--- config.mk ---
export PLATFORM = sky130hd
export DESIGN_NAME = gap_keeping_pid_speed_control_flat
export DESIGN_NICKNAME = d
export VERILOG_FILES = /design/src/sv/gkpsc_pkg.sv /design/src/sv/gkpsc_if.sv /design/src/sv/gkpsc_dp.sv /design/src/sv/gkpsc_ctrl.sv /design/src/sv/gap_keeping_pid_speed_control.sv /design/src/flat_wrapper.sv
export SDC_FILE = /design/constraint.sdc
export NUM_CORES = 2
export LEC_CHECK = 0
export BUFFER_PORTS_ARGS = -buffer_cell sky130_fd_sc_hd__clkbuf_2
export CORE_MARGIN = 8
export CORE_UTILIZATION = 46
export DETAILED_ROUTE_END_ITERATION = 10
export PLACE_DENSITY = 0.64
export SETUP_SLACK_MARGIN = 0.02
export SLEW_MARGIN = 40
export SYNTH_ARGS = -nofsm -noshare
export SYNTH_HDL_FRONTEND = slang
export SYNTH_HIERARCHICAL = 1
export SYNTH_SLANG_ARGS = --single-unit
--- constraint.sdc ---
create_clock -name clk -period 10.4 [get_ports clk]
set_clock_uncertainty 0.2 [all_clocks]
set_input_delay 0.52 -clock clk [delete_from_list [all_inputs] [get_ports clk]]
set_output_delay 0.52 -clock clk [all_outputs]
set_load 0.02 [all_outputs]
--- src/sv/gkpsc_pkg.sv ---
`timescale 1ns / 1ps
// ----------------------------------------------------------------------------
// gkpsc_pkg
// Shared constants, command codes and control/status types of the
// gap-keeping PID speed controller.
// ----------------------------------------------------------------------------
package gkpsc_pkg;

    localparam int CFG_IDX_W  = 3;
    localparam int CFG_DATA_W = 32;

    localparam logic [CFG_IDX_W-1:0] REG_GAIN_P    = 3'd0;
    localparam logic [CFG_IDX_W-1:0] REG_GAIN_I    = 3'd1;
    localparam logic [CFG_IDX_W-1:0] REG_GAIN_D    = 3'd2;
    localparam logic [CFG_IDX_W-1:0] REG_TIME_STEP = 3'd3;
    localparam logic [CFG_IDX_W-1:0] REG_MAX_SPEED = 3'd4;

    localparam logic [16:0] TIME_STEP_RST = 17'd6554;
    localparam logic [21:0] MAX_SPEED_RST = 22'd1092267;

    localparam logic signed [25:0] SAFE_DIST_Q = 26'sd524288;
    localparam logic signed [31:0] K045_Q16    = 32'sd29491;
    localparam logic signed [31:0] K0001_Q32   = 32'sd4294967;
    localparam logic signed [19:0] ACCEL_MIN_Q = -20'sd458752;
    localparam logic signed [19:0] ACCEL_MAX_Q = 20'sd65536;

    localparam logic [2:0] MUL_NONE = 3'd0;
    localparam logic [2:0] MUL_GERR = 3'd1;
    localparam logic [2:0] MUL_SETP = 3'd2;
    localparam logic [2:0] MUL_P    = 3'd3;
    localparam logic [2:0] MUL_I    = 3'd4;
    localparam logic [2:0] MUL_D    = 3'd5;
    localparam logic [2:0] MUL_TS   = 3'd6;

    localparam logic [2:0] UPD_NONE      = 3'd0;
    localparam logic [2:0] UPD_GERR      = 3'd1;
    localparam logic [2:0] UPD_SETP      = 3'd2;
    localparam logic [2:0] UPD_INTEG     = 3'd3;
    localparam logic [2:0] UPD_ACC_FIRST = 3'd4;
    localparam logic [2:0] UPD_ACC_ADD   = 3'd5;
    localparam logic [2:0] UPD_ACC_LAST  = 3'd6;

    typedef struct packed {
        logic       load;
        logic       clr_state;
        logic [2:0] mul_sel;
        logic [2:0] upd_sel;
        logic       out_load;
    } dp_cmd_t;

    typedef struct packed {
        logic is_release;
    } dp_sts_t;

endpackage

--- src/sv/gkpsc_if.sv ---
`timescale 1ns / 1ps
// ----------------------------------------------------------------------------
// gkpsc_meas_if / gkpsc_act_if
// Valid/ready channels for measurement words and actuation words.
// ----------------------------------------------------------------------------
interface gkpsc_meas_if;
    logic               valid;
    logic               ready;
    logic               opcode;
    logic [21:0]        vehicle_speed;
    logic [23:0]        gap_distance;
    logic signed [22:0] front_rel_speed;
    logic [21:0]        curve_speed_limit;
    logic               in_curve;

    modport source (
        output valid, opcode, vehicle_speed, gap_distance, front_rel_speed,
               curve_speed_limit, in_curve,
        input  ready
    );
    modport sink (
        input  valid, opcode, vehicle_speed, gap_distance, front_rel_speed,
               curve_speed_limit, in_curve,
        output ready
    );
endinterface

interface gkpsc_act_if;
    logic               valid;
    logic               ready;
    logic [21:0]        target_speed;
    logic signed [19:0] control_accel;
    logic signed [24:0] gap_error;
    logic               keeping_distance;

    modport source (
        output valid, target_speed, control_accel, gap_error, keeping_distance,
        input  ready
    );
    modport sink (
        input  valid, target_speed, control_accel, gap_error, keeping_distance,
        output ready
    );
endinterface

--- src/sv/gkpsc_dp.sv ---
`timescale 1ns / 1ps
// ----------------------------------------------------------------------------
// gkpsc_dp
// Datapath: configuration registers, input latch, shared 32x32 multiplier,
// PID state and the output word register.
// ----------------------------------------------------------------------------
module gkpsc_dp (
    input  logic                                clk,
    input  logic                                rst_n,
    input  logic                                cfg_we,
    input  logic [gkpsc_pkg::CFG_IDX_W-1:0]     cfg_index,
    input  logic [gkpsc_pkg::CFG_DATA_W-1:0]    cfg_wdata,
    input  logic                                opcode,
    input  logic [21:0]                         vehicle_speed,
    input  logic [23:0]                         gap_distance,
    input  logic signed [22:0]                  front_rel_speed,
    input  logic [21:0]                         curve_speed_limit,
    input  logic                                in_curve,
    input  gkpsc_pkg::dp_cmd_t                  ctl,
    output gkpsc_pkg::dp_sts_t                  sts,
    output logic [21:0]                         target_speed,
    output logic signed [19:0]                  control_accel,
    output logic signed [24:0]                  gap_error,
    output logic                                keeping_distance
);

    logic signed [31:0] gain_p_reg, gain_i_reg, gain_d_reg;
    logic [16:0]        time_step_reg;
    logic [21:0]        max_speed_reg;

    logic               op_reg;
    logic [21:0]        v_reg;
    logic [23:0]        gap_reg;
    logic signed [22:0] rel_reg;
    logic [21:0]        curve_reg;
    logic               in_curve_reg;

    logic signed [25:0] gerr_reg;
    logic               keep_reg;
    logic signed [27:0] sp_reg;
    logic signed [28:0] d_reg;
    logic signed [27:0] prev_reg;
    logic signed [31:0] integ_reg;
    logic signed [49:0] acc_sum_reg;
    logic signed [19:0] acc_reg;
    logic signed [63:0] prod_reg;

    logic [21:0]        tgt_reg;
    logic signed [19:0] out_acc_reg;
    logic signed [24:0] out_gerr_reg;
    logic               out_keep_reg;

    logic [23:0]        v3;
    logic signed [25:0] gerr_next;
    logic signed [24:0] rel3;
    logic signed [24:0] rel_q;
    logic signed [27:0] sp_next;
    logic signed [27:0] prev_eff;
    logic signed [28:0] d_next;
    logic signed [32:0] integ_sum;
    logic signed [31:0] integ_next;
    logic signed [49:0] term;
    logic signed [49:0] acc_full;
    logic signed [19:0] acc_next;
    logic signed [31:0] mul_a, mul_b;
    logic signed [63:0] prod_next;
    logic signed [24:0] spd, spd_cap;
    logic [21:0]        spd_next;

    // configuration
    always_ff @(posedge clk or negedge rst_n)
    begin
        if (!rst_n)
        begin
            gain_p_reg    <= '0;
            gain_i_reg    <= '0;
            gain_d_reg    <= '0;
            time_step_reg <= gkpsc_pkg::TIME_STEP_RST;
            max_speed_reg <= gkpsc_pkg::MAX_SPEED_RST;
        end
        else if (cfg_we)
        begin
            case (cfg_index)
                gkpsc_pkg::REG_GAIN_P:    gain_p_reg    <= $signed(cfg_wdata);
                gkpsc_pkg::REG_GAIN_I:    gain_i_reg    <= $signed(cfg_wdata);
                gkpsc_pkg::REG_GAIN_D:    gain_d_reg    <= $signed(cfg_wdata);
                gkpsc_pkg::REG_TIME_STEP: time_step_reg <= cfg_wdata[16:0];
                gkpsc_pkg::REG_MAX_SPEED: max_speed_reg <= cfg_wdata[21:0];
                default:                  ;
            endcase
        end
    end

    // gap error and setpoint
    assign v3        = {2'b00, v_reg} + {1'b0, v_reg, 1'b0};
    assign gerr_next = $signed({2'b00, gap_reg}) - gkpsc_pkg::SAFE_DIST_Q
                     - $signed({3'b000, v3[23:1]});
    assign rel3      = $signed({{2{rel_reg[22]}}, rel_reg})
                     + $signed({rel_reg[22], rel_reg, 1'b0});
    assign rel_q     = rel3 >>> 2;
    assign sp_next   = $signed({{3{rel_q[24]}}, rel_q})
                     + $signed({{2{prod_reg[41]}}, prod_reg[41:16]});
    assign prev_eff  = (prev_reg == '0) ? sp_next : prev_reg;
    assign d_next    = $signed({sp_next[27], sp_next}) - $signed({prev_eff[27], prev_eff});

    // integral with saturation
    assign integ_sum = $signed({integ_reg[31], integ_reg})
                     + $signed({prod_reg[63], prod_reg[63:32]});
    always_comb
    begin
        if (integ_sum[32] != integ_sum[31])
            integ_next = integ_sum[32] ? {1'b1, 31'd0} : {1'b0, {31{1'b1}}};
        else
            integ_next = integ_sum[31:0];
    end

    // PID sum and clamp
    assign term     = $signed({{2{prod_reg[63]}}, prod_reg[63:16]});
    assign acc_full = acc_sum_reg + term;
    always_comb
    begin
        if (acc_full < $signed({{30{gkpsc_pkg::ACCEL_MIN_Q[19]}}, gkpsc_pkg::ACCEL_MIN_Q}))
            acc_next = gkpsc_pkg::ACCEL_MIN_Q;
        else if (acc_full > $signed({30'd0, gkpsc_pkg::ACCEL_MAX_Q}))
            acc_next = gkpsc_pkg::ACCEL_MAX_Q;
        else
            acc_next = acc_full[19:0];
    end

    // shared multiplier operand select
    always_comb
    begin
        case (ctl.mul_sel)
            gkpsc_pkg::MUL_GERR:
            begin
                mul_a = $signed({{6{gerr_reg[25]}}, gerr_reg});
                mul_b = gkpsc_pkg::K045_Q16;
            end
            gkpsc_pkg::MUL_SETP:
            begin
                mul_a = $signed({{4{sp_reg[27]}}, sp_reg});
                mul_b = gkpsc_pkg::K0001_Q32;
            end
            gkpsc_pkg::MUL_P:
            begin
                mul_a = gain_p_reg;
                mul_b = $signed({{4{sp_reg[27]}}, sp_reg});
            end
            gkpsc_pkg::MUL_I:
            begin
                mul_a = gain_i_reg;
                mul_b = integ_reg;
            end
            gkpsc_pkg::MUL_D:
            begin
                mul_a = gain_d_reg;
                mul_b = $signed({{3{d_reg[28]}}, d_reg});
            end
            gkpsc_pkg::MUL_TS:
            begin
                mul_a = $signed({{12{acc_reg[19]}}, acc_reg});
                mul_b = $signed({15'd0, time_step_reg});
            end
            default:
            begin
                mul_a = '0;
                mul_b = '0;
            end
        endcase
    end

    assign prod_next = mul_a * mul_b;

    // commanded speed
    assign spd = $signed({3'b000, v_reg}) + $signed(prod_reg[40:16]);
    always_comb
    begin
        if (in_curve_reg && ($signed({3'b000, curve_reg}) < spd))
            spd_cap = $signed({3'b000, curve_reg});
        else
            spd_cap = spd;
        if (spd_cap < 0)
            spd_next = '0;
        else if (spd_cap > $signed({3'b000, max_speed_reg}))
            spd_next = max_speed_reg;
        else
            spd_next = spd_cap[21:0];
    end

    // PID state
    always_ff @(posedge clk or negedge rst_n)
    begin
        if (!rst_n)
        begin
            integ_reg <= '0;
            prev_reg  <= '0;
        end
        else if (ctl.clr_state)
        begin
            integ_reg <= '0;
            prev_reg  <= '0;
        end
        else
        begin
            if (ctl.upd_sel == gkpsc_pkg::UPD_SETP)
                prev_reg <= sp_next;
            if (ctl.upd_sel == gkpsc_pkg::UPD_INTEG)
                integ_reg <= integ_next;
        end
    end

    // working registers
    always_ff @(posedge clk)
    begin
        if (ctl.load)
        begin
            op_reg       <= opcode;
            v_reg        <= vehicle_speed;
            gap_reg      <= gap_distance;
            rel_reg      <= front_rel_speed;
            curve_reg    <= curve_speed_limit;
            in_curve_reg <= in_curve;
        end
        if (ctl.mul_sel != gkpsc_pkg::MUL_NONE)
            prod_reg <= prod_next;
        case (ctl.upd_sel)
            gkpsc_pkg::UPD_GERR:
            begin
                gerr_reg <= gerr_next;
                keep_reg <= rel_reg[22] && gerr_next[25];
            end
            gkpsc_pkg::UPD_SETP:
            begin
                sp_reg <= sp_next;
                d_reg  <= d_next;
            end
            gkpsc_pkg::UPD_ACC_FIRST: acc_sum_reg <= term;
            gkpsc_pkg::UPD_ACC_ADD:   acc_sum_reg <= acc_full;
            gkpsc_pkg::UPD_ACC_LAST:  acc_reg     <= acc_next;
            default:                  ;
        endcase
        if (ctl.out_load)
        begin
            tgt_reg      <= spd_next;
            out_acc_reg  <= acc_reg;
            out_gerr_reg <= gerr_reg[24:0];
            out_keep_reg <= keep_reg;
        end
    end

    assign sts.is_release   = op_reg;
    assign target_speed     = tgt_reg;
    assign control_accel    = out_acc_reg;
    assign gap_error        = out_gerr_reg;
    assign keeping_distance = out_keep_reg;

endmodule

--- src/sv/gkpsc_ctrl.sv ---
`timescale 1ns / 1ps
// ----------------------------------------------------------------------------
// gkpsc_ctrl
// Sequencer: steps the datapath through one control item and owns the
// handshakes of both channels.
// ----------------------------------------------------------------------------
module gkpsc_ctrl (
    input  logic                clk,
    input  logic                rst_n,
    input  logic                in_valid,
    output logic                in_ready,
    output logic                out_valid,
    input  logic                out_ready,
    input  gkpsc_pkg::dp_sts_t  sts,
    output gkpsc_pkg::dp_cmd_t  ctl
);

    localparam logic [3:0] ST_IDLE   = 4'd0;
    localparam logic [3:0] ST_DEC    = 4'd1;
    localparam logic [3:0] ST_MGERR  = 4'd2;
    localparam logic [3:0] ST_SETP   = 4'd3;
    localparam logic [3:0] ST_MSETP  = 4'd4;
    localparam logic [3:0] ST_INTEG  = 4'd5;
    localparam logic [3:0] ST_ACC1   = 4'd6;
    localparam logic [3:0] ST_ACC2   = 4'd7;
    localparam logic [3:0] ST_ACC3   = 4'd8;
    localparam logic [3:0] ST_MTS    = 4'd9;
    localparam logic [3:0] ST_OUT    = 4'd10;

    logic [3:0] state_reg, state_next;
    logic       out_valid_reg, out_valid_next;

    always_comb
    begin
        state_next  = state_reg;
        ctl         = '0;
        in_ready    = 1'b0;
        case (state_reg)
            ST_IDLE:
            begin
                in_ready = 1'b1;
                if (in_valid)
                begin
                    ctl.load   = 1'b1;
                    state_next = ST_DEC;
                end
            end
            ST_DEC:
            begin
                if (sts.is_release)
                begin
                    ctl.clr_state = 1'b1;
                    state_next    = ST_IDLE;
                end
                else
                begin
                    ctl.upd_sel = gkpsc_pkg::UPD_GERR;
                    state_next  = ST_MGERR;
                end
            end
            ST_MGERR:
            begin
                ctl.mul_sel = gkpsc_pkg::MUL_GERR;
                state_next  = ST_SETP;
            end
            ST_SETP:
            begin
                ctl.upd_sel = gkpsc_pkg::UPD_SETP;
                state_next  = ST_MSETP;
            end
            ST_MSETP:
            begin
                ctl.mul_sel = gkpsc_pkg::MUL_SETP;
                state_next  = ST_INTEG;
            end
            ST_INTEG:
            begin
                ctl.upd_sel = gkpsc_pkg::UPD_INTEG;
                ctl.mul_sel = gkpsc_pkg::MUL_P;
                state_next  = ST_ACC1;
            end
            ST_ACC1:
            begin
                ctl.upd_sel = gkpsc_pkg::UPD_ACC_FIRST;
                ctl.mul_sel = gkpsc_pkg::MUL_I;
                state_next  = ST_ACC2;
            end
            ST_ACC2:
            begin
                ctl.upd_sel = gkpsc_pkg::UPD_ACC_ADD;
                ctl.mul_sel = gkpsc_pkg::MUL_D;
                state_next  = ST_ACC3;
            end
            ST_ACC3:
            begin
                ctl.upd_sel = gkpsc_pkg::UPD_ACC_LAST;
                state_next  = ST_MTS;
            end
            ST_MTS:
            begin
                ctl.mul_sel = gkpsc_pkg::MUL_TS;
                state_next  = ST_OUT;
            end
            ST_OUT:
            begin
                // hold until the output register is free
                if (!out_valid_reg || out_ready)
                begin
                    ctl.out_load = 1'b1;
                    state_next   = ST_IDLE;
                end
            end
            default:
            begin
                state_next = ST_IDLE;
            end
        endcase
    end

    always_comb
    begin
        out_valid_next = out_valid_reg;
        if (ctl.out_load)
            out_valid_next = 1'b1;
        else if (out_ready)
            out_valid_next = 1'b0;
    end

    always_ff @(posedge clk or negedge rst_n)
    begin
        if (!rst_n)
        begin
            state_reg     <= ST_IDLE;
            out_valid_reg <= 1'b0;
        end
        else
        begin
            state_reg     <= state_next;
            out_valid_reg <= out_valid_next;
        end
    end

    assign out_valid = out_valid_reg;

endmodule

--- src/sv/gap_keeping_pid_speed_control.sv ---
`timescale 1ns / 1ps
// ----------------------------------------------------------------------------
// gap_keeping_pid_speed_control
// Gap-keeping cruise controller: gap error, setpoint, PID acceleration and
// clamped commanded speed, sequenced over one shared multiplier.
// ----------------------------------------------------------------------------
//  channel     dir   handshake       word
//  meas        in    valid/ready     opcode, speeds, gap, curve cap
//  actuation   out   valid/ready     target speed, accel, gap error, flag
//  cfg         in    cfg_we          cfg_index, cfg_wdata
//
//  A control word steps through DEC, MGERR, SETP, MSETP, INTEG, ACC1, ACC2,
//  ACC3, MTS and OUT to a loaded result; a release word clears the PID state
//  in DEC. A control word makes six passes through the one 32x32 multiplier.
//  Reset clears the PID state and loads the register defaults at once.
//  A result waiting on actuation does not block the next meas word; the
//  sequencer holds in its last step only while the previous word still waits.
// ----------------------------------------------------------------------------
module gap_keeping_pid_speed_control (
    input  logic                                clk,
    input  logic                                rst_n,
    input  logic                                cfg_we,
    input  logic [gkpsc_pkg::CFG_IDX_W-1:0]     cfg_index,
    input  logic [gkpsc_pkg::CFG_DATA_W-1:0]    cfg_wdata,
    gkpsc_meas_if.sink                          meas,
    gkpsc_act_if.source                         actuation
);

    gkpsc_pkg::dp_cmd_t ctl;
    gkpsc_pkg::dp_sts_t sts;

    gkpsc_ctrl u_ctrl (
        .clk       (clk),
        .rst_n     (rst_n),
        .in_valid  (meas.valid),
        .in_ready  (meas.ready),
        .out_valid (actuation.valid),
        .out_ready (actuation.ready),
        .sts       (sts),
        .ctl       (ctl)
    );

    gkpsc_dp u_dp (
        .clk               (clk),
        .rst_n             (rst_n),
        .cfg_we            (cfg_we),
        .cfg_index         (cfg_index),
        .cfg_wdata         (cfg_wdata),
        .opcode            (meas.opcode),
        .vehicle_speed     (meas.vehicle_speed),
        .gap_distance      (meas.gap_distance),
        .front_rel_speed   (meas.front_rel_speed),
        .curve_speed_limit (meas.curve_speed_limit),
        .in_curve          (meas.in_curve),
        .ctl               (ctl),
        .sts               (sts),
        .target_speed      (actuation.target_speed),
        .control_accel     (actuation.control_accel),
        .gap_error         (actuation.gap_error),
        .keeping_distance  (actuation.keeping_distance)
    );

    a_one_at_a_time: assert property (@(posedge clk) disable iff (!rst_n)
        (meas.valid && meas.ready) |=> !meas.ready)
        else $error("meas accepted while a word is in progress");

    a_release_silent: assert property (@(posedge clk) disable iff (!rst_n)
        (meas.valid && meas.ready && meas.opcode) |=> ##1 !$rose(actuation.valid))
        else $error("release word produced a result");

    a_accel_range: assert property (@(posedge clk) disable iff (!rst_n)
        actuation.valid |-> (actuation.control_accel >= gkpsc_pkg::ACCEL_MIN_Q
                             && actuation.control_accel <= gkpsc_pkg::ACCEL_MAX_Q))
        else $error("control_accel outside clamp range");

endmodule
--- src/flat_wrapper.sv ---
// flat-port wrapper written by rule: the top's interface ports become plain ports
module gap_keeping_pid_speed_control_flat 
  (clk, rst_n, cfg_we, cfg_index, cfg_wdata, meas_valid, meas_opcode, meas_vehicle_speed, meas_gap_distance, meas_front_rel_speed, meas_curve_speed_limit, meas_in_curve, meas_ready, actuation_valid, actuation_target_speed, actuation_control_accel, actuation_gap_error, actuation_keeping_distance, actuation_ready);
  gkpsc_meas_if meas_i ();
  gkpsc_act_if actuation_i ();
  input  logic clk;
  input  logic rst_n;
  input  logic cfg_we;
  input  logic [gkpsc_pkg::CFG_IDX_W-1:0] cfg_index;
  input  logic [gkpsc_pkg::CFG_DATA_W-1:0] cfg_wdata;
  input wire logic [$bits(meas_i.valid)-1:0] meas_valid;
  input wire logic [$bits(meas_i.opcode)-1:0] meas_opcode;
  input wire logic [$bits(meas_i.vehicle_speed)-1:0] meas_vehicle_speed;
  input wire logic [$bits(meas_i.gap_distance)-1:0] meas_gap_distance;
  input wire logic [$bits(meas_i.front_rel_speed)-1:0] meas_front_rel_speed;
  input wire logic [$bits(meas_i.curve_speed_limit)-1:0] meas_curve_speed_limit;
  input wire logic [$bits(meas_i.in_curve)-1:0] meas_in_curve;
  output wire logic [$bits(meas_i.ready)-1:0] meas_ready;
  output wire logic [$bits(actuation_i.valid)-1:0] actuation_valid;
  output wire logic [$bits(actuation_i.target_speed)-1:0] actuation_target_speed;
  output wire logic [$bits(actuation_i.control_accel)-1:0] actuation_control_accel;
  output wire logic [$bits(actuation_i.gap_error)-1:0] actuation_gap_error;
  output wire logic [$bits(actuation_i.keeping_distance)-1:0] actuation_keeping_distance;
  input wire logic [$bits(actuation_i.ready)-1:0] actuation_ready;
  assign meas_i.valid = meas_valid;
  assign meas_i.opcode = meas_opcode;
  assign meas_i.vehicle_speed = meas_vehicle_speed;
  assign meas_i.gap_distance = meas_gap_distance;
  assign meas_i.front_rel_speed = meas_front_rel_speed;
  assign meas_i.curve_speed_limit = meas_curve_speed_limit;
  assign meas_i.in_curve = meas_in_curve;
  assign meas_ready = meas_i.ready;
  assign actuation_valid = actuation_i.valid;
  assign actuation_target_speed = actuation_i.target_speed;
  assign actuation_control_accel = actuation_i.control_accel;
  assign actuation_gap_error = actuation_i.gap_error;
  assign actuation_keeping_distance = actuation_i.keeping_distance;
  assign actuation_i.ready = actuation_ready;
  gap_keeping_pid_speed_control u_core (.clk(clk), .rst_n(rst_n), .cfg_we(cfg_we), .cfg_index(cfg_index), .cfg_wdata(cfg_wdata), .meas(meas_i), .actuation(actuation_i));
endmodule
# After elaboration in Yosys (flattened, before gate mapping)
# Cells that the tools add are included.
# word_totals
regBits	578
in_bits	133
output_inout_bits	70
elab_cells	119
# classes
n_addsub	9
multipliers	1
order_cmp	5
n_eq_ne	29
muxes	29
reduce_logical	19
# op_table
op	count
32-bit case mux with 6 select lines	2
32-bit two-way mux	4
50-bit case mux with 2 select lines	1
28-bit two-way mux	3
32-bit by 32-bit multiplier with 64-bit output	1
50-bit by 48-bit adder with 50-bit output	1
50-bit by 18-bit > comparator with 1-bit output (second input constant)	1
50-bit by 20-bit < comparator with 1-bit output (second input constant)	1
4-bit case mux with 11 select lines	1
3-bit case mux with 6 select lines	2
32-bit by 32-bit adder with 33-bit output	1
27-bit by 28-bit subtractor with 29-bit output	1
28-bit logical NOT	1
23-bit by 26-bit adder with 27-bit output	1
25-bit by 24-bit subtractor with 26-bit output	1
23-bit by 24-bit adder with 25-bit output	1
23-bit by 25-bit adder with 25-bit output	1
25-bit by 23-bit > comparator with 1-bit output	1
23-bit by 25-bit < comparator with 1-bit output	1
25-bit by 1-bit < comparator with 1-bit output (second input constant)	1
25-bit two-way mux	1
24-bit by 20-bit subtractor with 25-bit output (second input constant)	1
22-bit by 23-bit adder with 24-bit output	1
22-bit two-way mux	1
22 further kinds	61

# Depth between registers and ports, before layout
# logic_depth
ltp_word	6
ltp_mapped	44
mapped_depth_nobuf	40

# By module
# The synthesis kept the hierarchy.
# modules_own_cells
module	instances	cells_each	area_per_inst_um2
gkpsc_dp	1	6984	68116.6
gkpsc_ctrl	1	50	394.1

# Worst setup path before layout
# No wires, ideal clock.
# synth_timing
kind	reg-to-reg
from	register u_core.u_ctrl.state_reg[2]
to	register u_core.u_dp.prod_reg[63] (data pin)
setup_time_ns	0.260
t_arrival_ns	10.255
required_time_ns	9.940
path_slack_ns	-0.315
stages_incl_launch_ff	36
period_less_slack_ns	10.715
cell_sequence	dfrtp_1 > buf_2 > nand3b_1 > a21oi_1 > buf_2 > buf_1 > nand2_1 > nor2_1 > clkbuf_1 > a221o_1 > clkbuf_1 > clkbuf_1 > nand2_1 > inv_1 > fa_1 > fa_1 > fa_1 > inv_1 > fa_1 > inv_1 > fa_1 > fa_1 > inv_1 > fa_1 > inv_1 > fa_1 > ha_1 > nand4_1 > o21ai_0 > a31o_2 > a31oi_1 > o21ai_1 > a221oi_1 > o21bai_1 > a21oi_1 > xnor2_1
# synth_rtl
element	line	source
start, declared	gkpsc_ctrl.sv:30	logic [3:0] state_reg, state_next;
start signal, assigned	gkpsc_ctrl.sv:138	state_reg <= state_next;
end signal, assigned	gkpsc_dp.sv:225	prod_reg <= prod_next;
end, declared	gkpsc_dp.sv:46	logic signed [63:0] prod_reg;

==> results.cfg <==
[synthesis]
syn_area_um2 = 68500
async_reset_ff_share_pct = 35.5
yosysMostFrequentCell = inv_1
netlist_top_cells_count = inv_1 (1154), fa_1 (1089), nand2_1 (764), nor2_1 (730), ha_1 (447)
synth_edf_count = 362
ys.flop_type = edfxtp_1
yosysWarnings = 6
synthTopCellsByArea = fa_1 (32%), edfxtp_1 (16%), ha_1 (8.2%)
syn_area_per_cell_um2 = 9.74
ys_seq_elements = 561
synth_top_area_share_pct = 31.8
synth.largest_area_cell = fa_1
synth_cell_types = 91
syn_nets = 8703
synthCells = 7034
ys_seq_area_share_pct = 23.2

[worst_setup_path]
worst_r2r_startpoint = u_core/u_ctrl/state_reg[2]$_DFFE_PN0P_
crit_family = adder cells
critPathKind = reg -> reg
crit_path_frequent_cell = fa_1
critPathMaxStageDelay_ps = 620
crit_path_end_kind = flop
startpoint = u_core/u_ctrl/state_reg[2]$_DFFE_PN0P_
critPathBufInv = 9
arrival_ps = 10180
critPathRequiredTime_ps = 10570
crit_fanout = 17
worst_path_max_delay_cell = fa_1
cp-start-kind = flop

[timing]
min_period_over_period_pct = 96.3
fin_tns_setup_ps = 0
drv_slew = 0
fmaxAchievable_ghz = 0.0999
min_period_ps = 10010
slew_headroom_pct = 42.4
hold_violations = 0
tightest_slew_ps = 858
setup_viol = 0

[routing]
vias = 53200
routed_via_density = 5.67
ant_nets = 0
wl_um = 229000
drc = 0
drt_iter0_markers = 4896
drtPass1Iterations = 6
drt-wirelength-per-cell_um = 24.4

[die]
die-area_um2 = 162000
die_x_um = 402
num_rows = 141
coreArea_um2 = 148000
die_h_um = 402
ios = 203
start_util_pct = 46.3

[grt]
antenna_found_initial = 12
grt_pass1_wl_um = 345000
grt_start_max_net_pins = 92
grt_pass1_vias = 54800
gr-usage-all-layers_pct = 28.0
grt_remaining_overflow = 0

[cts]
cts_sinks = 561
cts_buffer_depth = 3
cts_tree = done
worstSkewPairLatency_ps = 630
path_clk_slew_ps = 60
clock-root-buffer = clkbuf_16
numCtsBuffers = 67
h-tree-depth = 3

[min_path]
worstHoldStart = cfg_wdata[13]
hold_path_class = in -> reg

[finish]
fin_cells = 9372
syn_to_final_growth_pct = 12.6
final_area_um2 = 77200
fin_nets = 9052
drive_above_1_share_pct = 11.9
largest_register_ff_count = 50

[outcome]
outcome = finished, final reports clean

[placement]
dpl.hpwl_um = 189000
place_area_um2 = 73600
numPortBuffers = 202
globalplace.congestion = 0.986
placed_cells = 9126

[run]
maxCapViolations = 0
-- metrics by stage --
stage               hold WS (ps)  util [%]  setup slack [ps]
floorplan                   24.4         -              38.0
global placement             207      49.8              80.5
finish                      66.6      52.2               385
global route                39.7      52.2             -47.7
detailed placement           224      49.8             -20.2
CTS                         27.2      51.9              36.0
-- logic make-up after synthesis --
kind of cell	after synthesis	share of synthesized area [%]
simple gates	1961	12.5
flops	561	23.2
buf+inv	1462	8.05
mux	171	2.74
fa+ha+maj	1539	40.0
xor+xnor	245	3.14
compound gates	1095	10.3
-- worst reg2reg max path: cells and delay by family, from the launching register on --
family / cells / cell delay [ps]
AO/OA/AOI/OAI: 13 / 2610
XOR/XNOR: 1 / 80
adder cells (fa/ha/maj): 9 / 4390
buffers and inverters: 9 / 1360
flip-flops: 1 / 440
AND/OR/NAND/NOR: 5 / 680
-- path summary, 6_finish.rpt --
path | end | slack (ps) | depth (start not counted)
setup / recovery | u_core/u_dp/prod_reg[49]$_DFFE_PP_ | 390 | 37
hold / removal | u_core/u_dp/max_speed_reg[13]$_DFFE_PN1P_ | 70 | 3
setup reg to reg | u_core/u_dp/prod_reg[49]$_DFFE_PP_ | 390 | 37
hold reg to reg | u_core/u_dp/keeping_distance$_DFFE_PP_ | 250 | 0
max in group asynchronous | u_core/u_dp/max_speed_reg[2]$_DFFE_PN0P_ | 8450 | 3
min in group asynchronous | u_core/u_dp/prev_reg[1]$_DFFE_PN0P_ | 280 | 2
-- layout by cell type, fill, tap and decap left out, drive strengths merged, types with 223 or more instances in the layout --
cell and instances:
inv 1157, fa 1089, nand2 764, nor2 741, ha 447, edfxtp 362, a21oi 321, clkbuf 293
buf 284, o21ai 223
-- cell type report --
class                      count  area [µm²]
multi-input combinational   5011       47600
clock buffer                  88        1880
fill                       13300       70700
inverter                    1157        4350
clock inverter                36         287
timing repair buffer         585        4770
tap                         1930        2410
antenna                        4        10.0
sequential                   561       15900
-- metal layers --
layer  GRT usage [%]  vias up  part of all wire [%]  wire (µm)
met3            7.55      432                    11      24200
li1                -    23400                     -          -
met1            39.1    27000                    42      95800
met2            42.6     2345                    44      99800
met5               0        -                 0.018         42
met4            9.14        8                   4.0       9090
-- what timing repair did --
item                       in CTS  in global routing
setup endpoints to repair       2                 19
hold buffers                   96                  0
pin swaps                       1                  9
hold endpoints to repair      168                  0
setup buffers                   4                 16
resized for setup               2                 46
gates cloned                    0                  2
Power is not shown: default switching activity piles up to over one toggle a cycle in this logic, so the estimate is an artifact.
